===== config.mk =====
export PLATFORM = sky130hd
export DESIGN_NAME = arp_ndp_neighbor_learn_parser_core_flat
export DESIGN_NICKNAME = d
export VERILOG_FILES = /design/src/design/anl_pkg.sv /design/src/design/anl_in_if.sv /design/src/design/anl_out_if.sv /design/src/design/arp_ndp_neighbor_learn_parser_core.sv /design/src/flat_wrapper.sv
export SDC_FILE = /design/constraint.sdc
export NUM_CORES = 1
export LEC_CHECK = 0
export BUFFER_PORTS_ARGS = -buffer_cell sky130_fd_sc_hd__buf_2
export CAP_MARGIN = 20
export CORE_MARGIN = 3
export CORE_UTILIZATION = 39
export DETAILED_ROUTE_END_ITERATION = 16
export GPL_ROUTABILITY_DRIVEN = 0
export PLACE_DENSITY_LB_ADDON = 0.12
export SYNTH_ARGS = -nofsm -noshare
export SYNTH_HDL_FRONTEND = slang
export SYNTH_SLANG_ARGS = --single-unit

===== constraint.sdc =====
create_clock -name i_clk -period 20 [get_ports i_clk]
set_clock_uncertainty 0.15 [all_clocks]
set_input_delay 4 -clock i_clk [delete_from_list [all_inputs] [get_ports i_clk]]
set_output_delay 4 -clock i_clk [all_outputs]
set_load 0.02 [all_outputs]

===== src/design/anl_pkg.sv =====
package anl_pkg;

    localparam int unsigned MAX_FRAME_BYTES = 2048;
    localparam int unsigned POS_W = 12;
    localparam int unsigned END_W = POS_W + 1;

    localparam logic [POS_W-1:0] OPT_BASE = POS_W'(78);
    localparam logic [POS_W-1:0] POS_MAX = POS_W'(MAX_FRAME_BYTES);

    localparam logic [15:0] ETH_TYPE_ARP = 16'h0806;
    localparam logic [15:0] ETH_TYPE_IPV6 = 16'h86DD;
    localparam logic [15:0] ARP_PTYPE_IPV4 = 16'h0800;
    localparam logic [15:0] ARP_HTYPE_ETH = 16'h0001;
    localparam logic [7:0] ARP_HLEN = 8'd6;
    localparam logic [7:0] ARP_PLEN = 8'd4;
    localparam logic [7:0] NEXT_HDR_ICMPV6 = 8'd58;
    localparam logic [7:0] ICMPV6_NS = 8'd135;
    localparam logic [7:0] ICMPV6_NA = 8'd136;
    localparam logic [7:0] OPT_SRC_LL = 8'd1;
    localparam logic [7:0] OPT_TGT_LL = 8'd2;

    localparam logic [1:0] LEARN_NONE = 2'd0;
    localparam logic [1:0] LEARN_ARP = 2'd1;
    localparam logic [1:0] LEARN_NS = 2'd2;
    localparam logic [1:0] LEARN_NA = 2'd3;

endpackage


===== src/design/anl_in_if.sv =====
interface anl_in_if;
    logic       valid;
    logic       ready;
    logic [7:0] frame_byte;
    logic       last_byte;

    modport source (output valid, output frame_byte, output last_byte, input ready);
    modport sink (input valid, input frame_byte, input last_byte, output ready);
endinterface


===== src/design/anl_out_if.sv =====
interface anl_out_if;
    logic        valid;
    logic        ready;
    logic        consumed;
    logic [1:0]  learn_kind;
    logic [63:0] ip_high;
    logic [63:0] ip_low;
    logic [47:0] mac_address;
    logic        too_long;

    modport source (output valid, output consumed, output learn_kind, output ip_high,
                    output ip_low, output mac_address, output too_long, input ready);
    modport sink (input valid, input consumed, input learn_kind, input ip_high,
                  input ip_low, input mac_address, input too_long, output ready);
endinterface


===== src/design/arp_ndp_neighbor_learn_parser_core.sv =====
// Frame bytes enter one beat per cycle on i_frame and are parsed on the fly. For the beat
// that carries last_byte, the block raises o_result.valid at the clock edge at which that beat
// leaves the input register; the beat is held there while an earlier result is still waiting
// on o_result. The block sustains one byte per clock: the input register is held back only
// while a finished result waits on o_result and the next byte in line is itself the last
// byte of a frame. ARP frames are always consumed and teach an IPv4 binding when the
// header is Ethernet/IPv4 and the ARP packet is complete; IPv6 neighbor solicitations and
// advertisements are consumed and teach an IPv6 binding from the first fitting
// link-layer option. Frames longer than the maximum frame length report too_long.
module arp_ndp_neighbor_learn_parser_core (
    input  logic       i_clk,
    input  logic       i_rst_n,
    anl_in_if.sink     i_frame,
    anl_out_if.source  o_result
);

    logic                         r_in_valid;
    logic [7:0]                   r_in_byte;
    logic                         r_in_last;
    logic                         advance;

    logic [anl_pkg::POS_W-1:0]    r_pos, n_pos;
    logic [15:0]                  r_ek, n_ek;
    logic                         r_hdr_ok, n_hdr_ok;
    logic [7:0]                   r_icmp, n_icmp;
    logic [anl_pkg::POS_W-1:0]    r_nos, n_nos;
    logic [anl_pkg::POS_W-1:0]    r_opt_start, n_opt_start;
    logic [7:0]                   r_opt_kind, n_opt_kind;
    logic                         r_stop, n_stop;
    logic [1:0]                   r_pending, n_pending;
    logic [63:0]                  r_src_hi, n_src_hi;
    logic [63:0]                  r_src_lo, n_src_lo;
    logic [63:0]                  r_tgt_hi, n_tgt_hi;
    logic [63:0]                  r_tgt_lo, n_tgt_lo;
    logic [47:0]                  r_mac, n_mac;

    logic                         r_out_valid;
    logic                         r_consumed;
    logic [1:0]                   r_kind;
    logic [63:0]                  r_ip_high;
    logic [63:0]                  r_ip_low;
    logic [47:0]                  r_mac_out;
    logic                         r_too_long;

    logic                         over;
    logic [anl_pkg::END_W-1:0]    pos_x;
    logic [anl_pkg::END_W-1:0]    len;
    logic [anl_pkg::END_W-1:0]    opt_end;
    logic [7:0]                   span;
    logic                         is_arp;
    logic                         is_ndp;
    logic                         res_consumed;
    logic [1:0]                   res_kind;
    logic [63:0]                  res_hi;
    logic [63:0]                  res_lo;
    logic [47:0]                  res_mac;

    assign advance = r_in_valid && (!r_in_last || !r_out_valid || o_result.ready);
    assign i_frame.ready = !r_in_valid || advance;

    assign over  = r_pos >= anl_pkg::POS_MAX;
    assign pos_x = {1'b0, r_pos};
    assign len   = pos_x + anl_pkg::END_W'(1);
    assign span  = {r_in_byte[4:0], 3'b000};
    assign opt_end = {1'b0, r_nos} + {{(anl_pkg::END_W-8){1'b0}}, span};

    always_comb begin
        n_pos = r_pos;
        n_ek = r_ek;
        n_hdr_ok = r_hdr_ok;
        n_icmp = r_icmp;
        n_nos = r_nos;
        n_opt_start = r_opt_start;
        n_opt_kind = r_opt_kind;
        n_stop = r_stop;
        n_pending = r_pending;
        n_src_hi = r_src_hi;
        n_src_lo = r_src_lo;
        n_tgt_hi = r_tgt_hi;
        n_tgt_lo = r_tgt_lo;
        n_mac = r_mac;
        if (!over) begin
            n_pos = r_pos + anl_pkg::POS_W'(1);
            if (r_pos == anl_pkg::POS_W'(12) || r_pos == anl_pkg::POS_W'(13)) begin
                n_ek = {r_ek[7:0], r_in_byte};
            end
            if (r_pos == anl_pkg::POS_W'(13)) begin
                n_hdr_ok = 1'b1;
            end
            if (r_pos >= anl_pkg::POS_W'(14) && r_ek == anl_pkg::ETH_TYPE_ARP) begin
                if ((r_pos == anl_pkg::POS_W'(14) && r_in_byte != anl_pkg::ARP_HTYPE_ETH[15:8]) ||
                    (r_pos == anl_pkg::POS_W'(15) && r_in_byte != anl_pkg::ARP_HTYPE_ETH[7:0]) ||
                    (r_pos == anl_pkg::POS_W'(16) && r_in_byte != anl_pkg::ARP_PTYPE_IPV4[15:8]) ||
                    (r_pos == anl_pkg::POS_W'(17) && r_in_byte != anl_pkg::ARP_PTYPE_IPV4[7:0]) ||
                    (r_pos == anl_pkg::POS_W'(18) && r_in_byte != anl_pkg::ARP_HLEN) ||
                    (r_pos == anl_pkg::POS_W'(19) && r_in_byte != anl_pkg::ARP_PLEN)) begin
                    n_hdr_ok = 1'b0;
                end
                if (r_pos >= anl_pkg::POS_W'(22) && r_pos <= anl_pkg::POS_W'(27)) begin
                    n_mac = {r_mac[39:0], r_in_byte};
                end
                if (r_pos >= anl_pkg::POS_W'(28) && r_pos <= anl_pkg::POS_W'(31)) begin
                    n_src_lo = {32'd0, r_src_lo[23:0], r_in_byte};
                end
            end else if (r_pos >= anl_pkg::POS_W'(14) && r_ek == anl_pkg::ETH_TYPE_IPV6) begin
                if (r_pos == anl_pkg::POS_W'(20) && r_in_byte != anl_pkg::NEXT_HDR_ICMPV6) begin
                    n_hdr_ok = 1'b0;
                end
                if (r_pos >= anl_pkg::POS_W'(22) && r_pos <= anl_pkg::POS_W'(29)) begin
                    n_src_hi = {r_src_hi[55:0], r_in_byte};
                end
                if (r_pos >= anl_pkg::POS_W'(30) && r_pos <= anl_pkg::POS_W'(37)) begin
                    n_src_lo = {r_src_lo[55:0], r_in_byte};
                end
                if (r_pos == anl_pkg::POS_W'(54)) begin
                    n_icmp = r_in_byte;
                end
                if (r_pos >= anl_pkg::POS_W'(62) && r_pos <= anl_pkg::POS_W'(69)) begin
                    n_tgt_hi = {r_tgt_hi[55:0], r_in_byte};
                end
                if (r_pos >= anl_pkg::POS_W'(70) && r_pos <= anl_pkg::POS_W'(77)) begin
                    n_tgt_lo = {r_tgt_lo[55:0], r_in_byte};
                end
            end
            if (!r_stop) begin
                if (r_pos == r_nos) begin
                    n_opt_kind = r_in_byte;
                end else if (pos_x == {1'b0, r_nos} + anl_pkg::END_W'(1)) begin
                    if (span == 8'd0 || opt_end > anl_pkg::END_W'(anl_pkg::MAX_FRAME_BYTES)) begin
                        n_stop = 1'b1;
                    end else begin
                        if (r_icmp == anl_pkg::ICMPV6_NS && r_opt_kind == anl_pkg::OPT_SRC_LL) begin
                            n_pending = anl_pkg::LEARN_NS;
                            n_stop = 1'b1;
                        end else if (r_icmp == anl_pkg::ICMPV6_NA &&
                                     r_opt_kind == anl_pkg::OPT_TGT_LL) begin
                            n_pending = anl_pkg::LEARN_NA;
                            n_stop = 1'b1;
                        end
                        n_opt_start = r_nos;
                        n_nos = opt_end[anl_pkg::POS_W-1:0];
                    end
                end
            end else if (r_pending != anl_pkg::LEARN_NONE) begin
                if (pos_x >= {1'b0, r_opt_start} + anl_pkg::END_W'(2) &&
                    pos_x <= {1'b0, r_opt_start} + anl_pkg::END_W'(7)) begin
                    n_mac = {r_mac[39:0], r_in_byte};
                end
            end
        end
    end

    always_comb begin
        is_arp = (over || len >= anl_pkg::END_W'(14)) && n_ek == anl_pkg::ETH_TYPE_ARP;
        is_ndp = (over || len >= anl_pkg::END_W'(78)) && n_ek == anl_pkg::ETH_TYPE_IPV6 &&
                 n_hdr_ok && (n_icmp == anl_pkg::ICMPV6_NS || n_icmp == anl_pkg::ICMPV6_NA);
        res_consumed = is_arp || is_ndp;
        res_kind = anl_pkg::LEARN_NONE;
        res_hi = 64'd0;
        res_lo = 64'd0;
        res_mac = 48'd0;
        if (!over) begin
            if (is_arp && len >= anl_pkg::END_W'(42) && n_hdr_ok) begin
                res_kind = anl_pkg::LEARN_ARP;
                res_lo = n_src_lo;
                res_mac = n_mac;
            end else if (is_ndp && n_pending != anl_pkg::LEARN_NONE && len >= {1'b0, n_nos}) begin
                res_kind = n_pending;
                res_hi = (n_pending == anl_pkg::LEARN_NS) ? n_src_hi : n_tgt_hi;
                res_lo = (n_pending == anl_pkg::LEARN_NS) ? n_src_lo : n_tgt_lo;
                res_mac = n_mac;
            end
        end
    end

    always_ff @(posedge i_clk) begin
        if (!i_rst_n) begin
            r_in_valid <= 1'b0;
            r_out_valid <= 1'b0;
            r_pos <= '0;
            r_ek <= '0;
            r_hdr_ok <= 1'b0;
            r_icmp <= '0;
            r_nos <= anl_pkg::OPT_BASE;
            r_opt_start <= '0;
            r_opt_kind <= '0;
            r_stop <= 1'b0;
            r_pending <= anl_pkg::LEARN_NONE;
        end else begin
            if (i_frame.ready) begin
                r_in_valid <= i_frame.valid;
            end
            if (advance && r_in_last) begin
                r_out_valid <= 1'b1;
            end else if (o_result.ready) begin
                r_out_valid <= 1'b0;
            end
            if (advance) begin
                if (r_in_last) begin
                    r_pos <= '0;
                    r_ek <= '0;
                    r_hdr_ok <= 1'b0;
                    r_icmp <= '0;
                    r_nos <= anl_pkg::OPT_BASE;
                    r_opt_start <= '0;
                    r_opt_kind <= '0;
                    r_stop <= 1'b0;
                    r_pending <= anl_pkg::LEARN_NONE;
                end else begin
                    r_pos <= n_pos;
                    r_ek <= n_ek;
                    r_hdr_ok <= n_hdr_ok;
                    r_icmp <= n_icmp;
                    r_nos <= n_nos;
                    r_opt_start <= n_opt_start;
                    r_opt_kind <= n_opt_kind;
                    r_stop <= n_stop;
                    r_pending <= n_pending;
                end
            end
        end
    end

    always_ff @(posedge i_clk) begin
        if (i_frame.ready && i_frame.valid) begin
            r_in_byte <= i_frame.frame_byte;
            r_in_last <= i_frame.last_byte;
        end
        if (advance) begin
            r_src_hi <= n_src_hi;
            r_src_lo <= n_src_lo;
            r_tgt_hi <= n_tgt_hi;
            r_tgt_lo <= n_tgt_lo;
            r_mac <= n_mac;
            if (r_in_last) begin
                r_consumed <= res_consumed;
                r_kind <= res_kind;
                r_ip_high <= res_hi;
                r_ip_low <= res_lo;
                r_mac_out <= res_mac;
                r_too_long <= over;
            end
        end
    end

    assign o_result.valid = r_out_valid;
    assign o_result.consumed = r_consumed;
    assign o_result.learn_kind = r_kind;
    assign o_result.ip_high = r_ip_high;
    assign o_result.ip_low = r_ip_low;
    assign o_result.mac_address = r_mac_out;
    assign o_result.too_long = r_too_long;

    a_learn_means_consumed: assert property (@(posedge i_clk) disable iff (!i_rst_n)
        o_result.valid && o_result.learn_kind != anl_pkg::LEARN_NONE
        |-> o_result.consumed && !o_result.too_long)
        else $error("A learned binding was reported on a frame not consumed or too long.");

    a_arp_ipv4_only: assert property (@(posedge i_clk) disable iff (!i_rst_n)
        o_result.valid && o_result.learn_kind == anl_pkg::LEARN_ARP
        |-> o_result.ip_high == 64'd0 && o_result.ip_low[63:32] == 32'd0)
        else $error("An ARP binding carried address bits above the IPv4 range.");

    a_pos_bounded: assert property (@(posedge i_clk) disable iff (!i_rst_n)
        r_pos <= anl_pkg::POS_MAX)
        else $error("The byte position ran past the maximum frame length.");

    a_pending_stops_walk: assert property (@(posedge i_clk) disable iff (!i_rst_n)
        r_pending != anl_pkg::LEARN_NONE |-> r_stop)
        else $error("A binding is pending while the option walk is still running.");

    a_frame_end_clears: assert property (@(posedge i_clk) disable iff (!i_rst_n)
        advance && r_in_last |=> r_pos == '0 && r_out_valid)
        else $error("The parse state was not cleared at the end of a frame.");

endmodule


===== src/flat_wrapper.sv =====
// flat-port wrapper written by rule: the top's interface ports become plain ports
module arp_ndp_neighbor_learn_parser_core_flat 
  (i_clk, i_rst_n, i_frame_valid, i_frame_frame_byte, i_frame_last_byte, i_frame_ready, o_result_valid, o_result_consumed, o_result_learn_kind, o_result_ip_high, o_result_ip_low, o_result_mac_address, o_result_too_long, o_result_ready);
  anl_in_if i_frame_i ();
  anl_out_if o_result_i ();
  input  logic i_clk;
  input  logic i_rst_n;
  input wire logic [$bits(i_frame_i.valid)-1:0] i_frame_valid;
  input wire logic [$bits(i_frame_i.frame_byte)-1:0] i_frame_frame_byte;
  input wire logic [$bits(i_frame_i.last_byte)-1:0] i_frame_last_byte;
  output wire logic [$bits(i_frame_i.ready)-1:0] i_frame_ready;
  output wire logic [$bits(o_result_i.valid)-1:0] o_result_valid;
  output wire logic [$bits(o_result_i.consumed)-1:0] o_result_consumed;
  output wire logic [$bits(o_result_i.learn_kind)-1:0] o_result_learn_kind;
  output wire logic [$bits(o_result_i.ip_high)-1:0] o_result_ip_high;
  output wire logic [$bits(o_result_i.ip_low)-1:0] o_result_ip_low;
  output wire logic [$bits(o_result_i.mac_address)-1:0] o_result_mac_address;
  output wire logic [$bits(o_result_i.too_long)-1:0] o_result_too_long;
  input wire logic [$bits(o_result_i.ready)-1:0] o_result_ready;
  assign i_frame_i.valid = i_frame_valid;
  assign i_frame_i.frame_byte = i_frame_frame_byte;
  assign i_frame_i.last_byte = i_frame_last_byte;
  assign i_frame_ready = i_frame_i.ready;
  assign o_result_valid = o_result_i.valid;
  assign o_result_consumed = o_result_i.consumed;
  assign o_result_learn_kind = o_result_i.learn_kind;
  assign o_result_ip_high = o_result_i.ip_high;
  assign o_result_ip_low = o_result_i.ip_low;
  assign o_result_mac_address = o_result_i.mac_address;
  assign o_result_too_long = o_result_i.too_long;
  assign o_result_i.ready = o_result_ready;
  arp_ndp_neighbor_learn_parser_core u_core (.i_clk(i_clk), .i_rst_n(i_rst_n), .i_frame(i_frame_i), .o_result(o_result_i));
endmodule

==> impl_metrics.yaml <==
floorplanning:
  ios: 195
  dieArea_um2: 73900
  die_y_um: 272
  start_util: 0.398
  die_w_um: 272
  rows: 96
  core_area_um2: 69300
setup_path:
  crit_path_end_kind: "output pin"
  r2r-start: "u_core.r_in_byte[0]"
  critical_path_peak_fanout: 4
  start_kind: "input port"
  arrival_ns: 4.65
  worstSetupStartpoint: "o_result_ready"
  critPathCapture: "i_frame_ready"
  rrSetupSlack_ns: 13.02
  criticalPathCategory: "in2out"
  reg2reg_depth: 21
  reg2reg_to: "u_core.o_result.ip_low[62]"
  required_ns: 15.85
timing:
  final_hold_viol_count: 0
  max_freq_mhz: 114
  min_period_ns: 8.80
  finalCritPeriodShare: 0.440
  rsz0062_at_grt: "no"
  setup_violations: 0
  setup_tns_ns: 0
  drv_slew: 0
  hold_slack_ns: 0.375
  slew_headroom: 0.272
  worst_pin_slew_ns: 1.09
placed_design:
  dp_cells: 3179
  io_buffers: 194
  place_hpwl_um: 42400
synthesis:
  post_synth.cell_area_avg_um2: 12.7
  synthArstFlopShare: 0
  netlist_area_um2: 27600
  synth-edff-count: 493
  synth_fp_nets: 2235
  synthCells: 2172
  synthDistinctLibCells: 81
  ys_seq_elements: 564
  ys_seq_area_frac: 0.589
  synthFlopType: "edfxtp_1"
  yosysWarnings: 0
pwr:
  vdd_ir_drop_max_uv: 67.5
  power.total_uw: 2450
  cellPowerDensity_nw_per_um2: 78.4
  p_leak_uw: 0.0107
cells_and_area:
  final_cell_mix: "edfxtp_1 (493), buf_2 (194), mux2_2 (160)"
  layout_commonest_cell: "edfxtp_1"
  drive_gt1_frac: 0.225
  syn2layout_area_growth_pct: 13.4
  diodes: 0
  fin_nets: 2376
  final_cells: 3296
  fin_util: 0.451
global_routing:
  grt.overflow.total: 0
  grt_pass1_wl_um: 108000
  grt_pass1_vias: 18200
  antenna_found_initial: 0
  grt.total_usage: 0.183
  grt_max_degree: 108
clock_tree:
  clockRootBuffer: "clkbuf_16"
  cts_hold_buffers: 0
  insertion_delay_ns: 0.64
  post_cts_buffers: 0
  cts.sinks: 564
  cts_resized: 0
  clk_pin_slew_ns: 0.06
  cts_max_level: 2
  cts.path.max_buffers: 3
  cts_tree: "done"
  cts_buffers: 61
run:
  maxCapViolations: 0
worst_hold_path:
  min_path_type: "reg2reg"
  hold_depth: 2
drt:
  antenna_left: 0
  vias: 17900
  drt-total-wl_um: 68700
  avgViaCountPerCell: 5.43
  initialDrtViolationCount: 1302
  drc: 0
  wl_per_cell_um: 20.9
  dr.pass1.iters: 5
run_status:
  status: "completed"
==> cell usage after synthesis (28+ instances only) <==
library cell / count / share of area
clkbuf_1: 86 / 0.012
nand3_1: 85 / 0.015
and2_1: 38 / 0.0086
nor2_1: 49 / 0.0067
dfxtp_1: 71 / 0.052
edfxtp_1: 493 / 0.54
nand2b_1: 74 / 0.017
mux2i_1: 110 / 0.040
o22ai_1: 42 / 0.0095
o211a_1: 64 / 0.023
inv_1: 144 / 0.020
a22oi_1: 36 / 0.0098
nand2_1: 98 / 0.013
o21ai_0: 83 / 0.015
buf_2: 28 / 0.0051
nor2b_1: 47 / 0.011
ha_1: 49 / 0.022
a21oi_1: 81 / 0.015
mux2_2: 160 / 0.065
==> registers in the layout (all words and copies together), names as in the netlist, 10 cells and up <==
name / cells
u_core.r_ek: 16
u_core.r_mac: 48
u_core.r_nos: 10
u_core.r_src_lo: 64
u_core.o_result.ip_high: 64
u_core.r_pos: 12
u_core.r_tgt_lo: 64
u_core.o_result.mac_address: 48
u_core.r_tgt_hi: 64
u_core.r_src_hi: 64
u_core.o_result.ip_low: 64
u_core.r_opt_start: 11
==> how the worst min path moves through the flow <==
stage	from	end	slack (ns)
3_5_place_dp	u_core.r_opt_kind[6]	u_core.r_opt_kind[6]	0.36
6_report	u_core.r_opt_kind[7]	u_core.r_opt_kind[7]	0.38
4_1_cts	u_core.r_opt_kind[6]	u_core.r_opt_kind[6]	0.38
5_1_grt	u_core.r_opt_kind[4]	u_core.r_opt_kind[4]	0.40
3_3_place_gp	u_core.r_opt_kind[2]	u_core.r_opt_kind[2]	0.35
2_1_floorplan	u_core.r_stop	u_core.r_stop	0.33
==> report_power, final <==
part	internal, uW	switching (uW)
logic	9.89	41.1
registers	1280	3.00
clock network	640	479
total	1930	523
==> metal layers <==
metal,vias up,wire length (um),global-route usage
li1,8398,-,-
met1,9006,32200,0.259
met2,395,32300,0.298
met3,100,2960,0.0272
met4,0,1280,0.0407
met5,-,0,0
==> worst max-delay path, stage by stage <==
cell and delay, ns:
buf_2 0.09, nor2b_1 0.23, nand3_1 0.13, buf_2 0.19
==> cells by family after synthesis <==
kind of cell / Yosys count / synth area share
buf+inv: 295 / 0.0484
mux: 288 / 0.113
compound gates: 428 / 0.113
flops: 564 / 0.589
xor+xnor: 42 / 0.0133
simple gates: 505 / 0.101
fa+ha+maj: 50 / 0.0230
==> cell type report <==
type / instances / area (um2)
timing repair buffer: 229 / 1250
tap: 931 / 1160
multi-input combinational: 1313 / 10100
clock inverter: 43 / 418
inverter: 144 / 556
sequential: 564 / 16200
clock buffer: 72 / 1570
fill: 6358 / 38100
==> metrics by stage <==
step / area [um2] / setup slack [ns]
floorplan: 27600 / 1.50
global placement: 29200 / 11.20
detailed placement: 29200 / 11.21
CTS: 31200 / 11.21
global route: 31200 / 11.12
finish: 31200 / 11.20
Power figures use the tool's default switching activity.
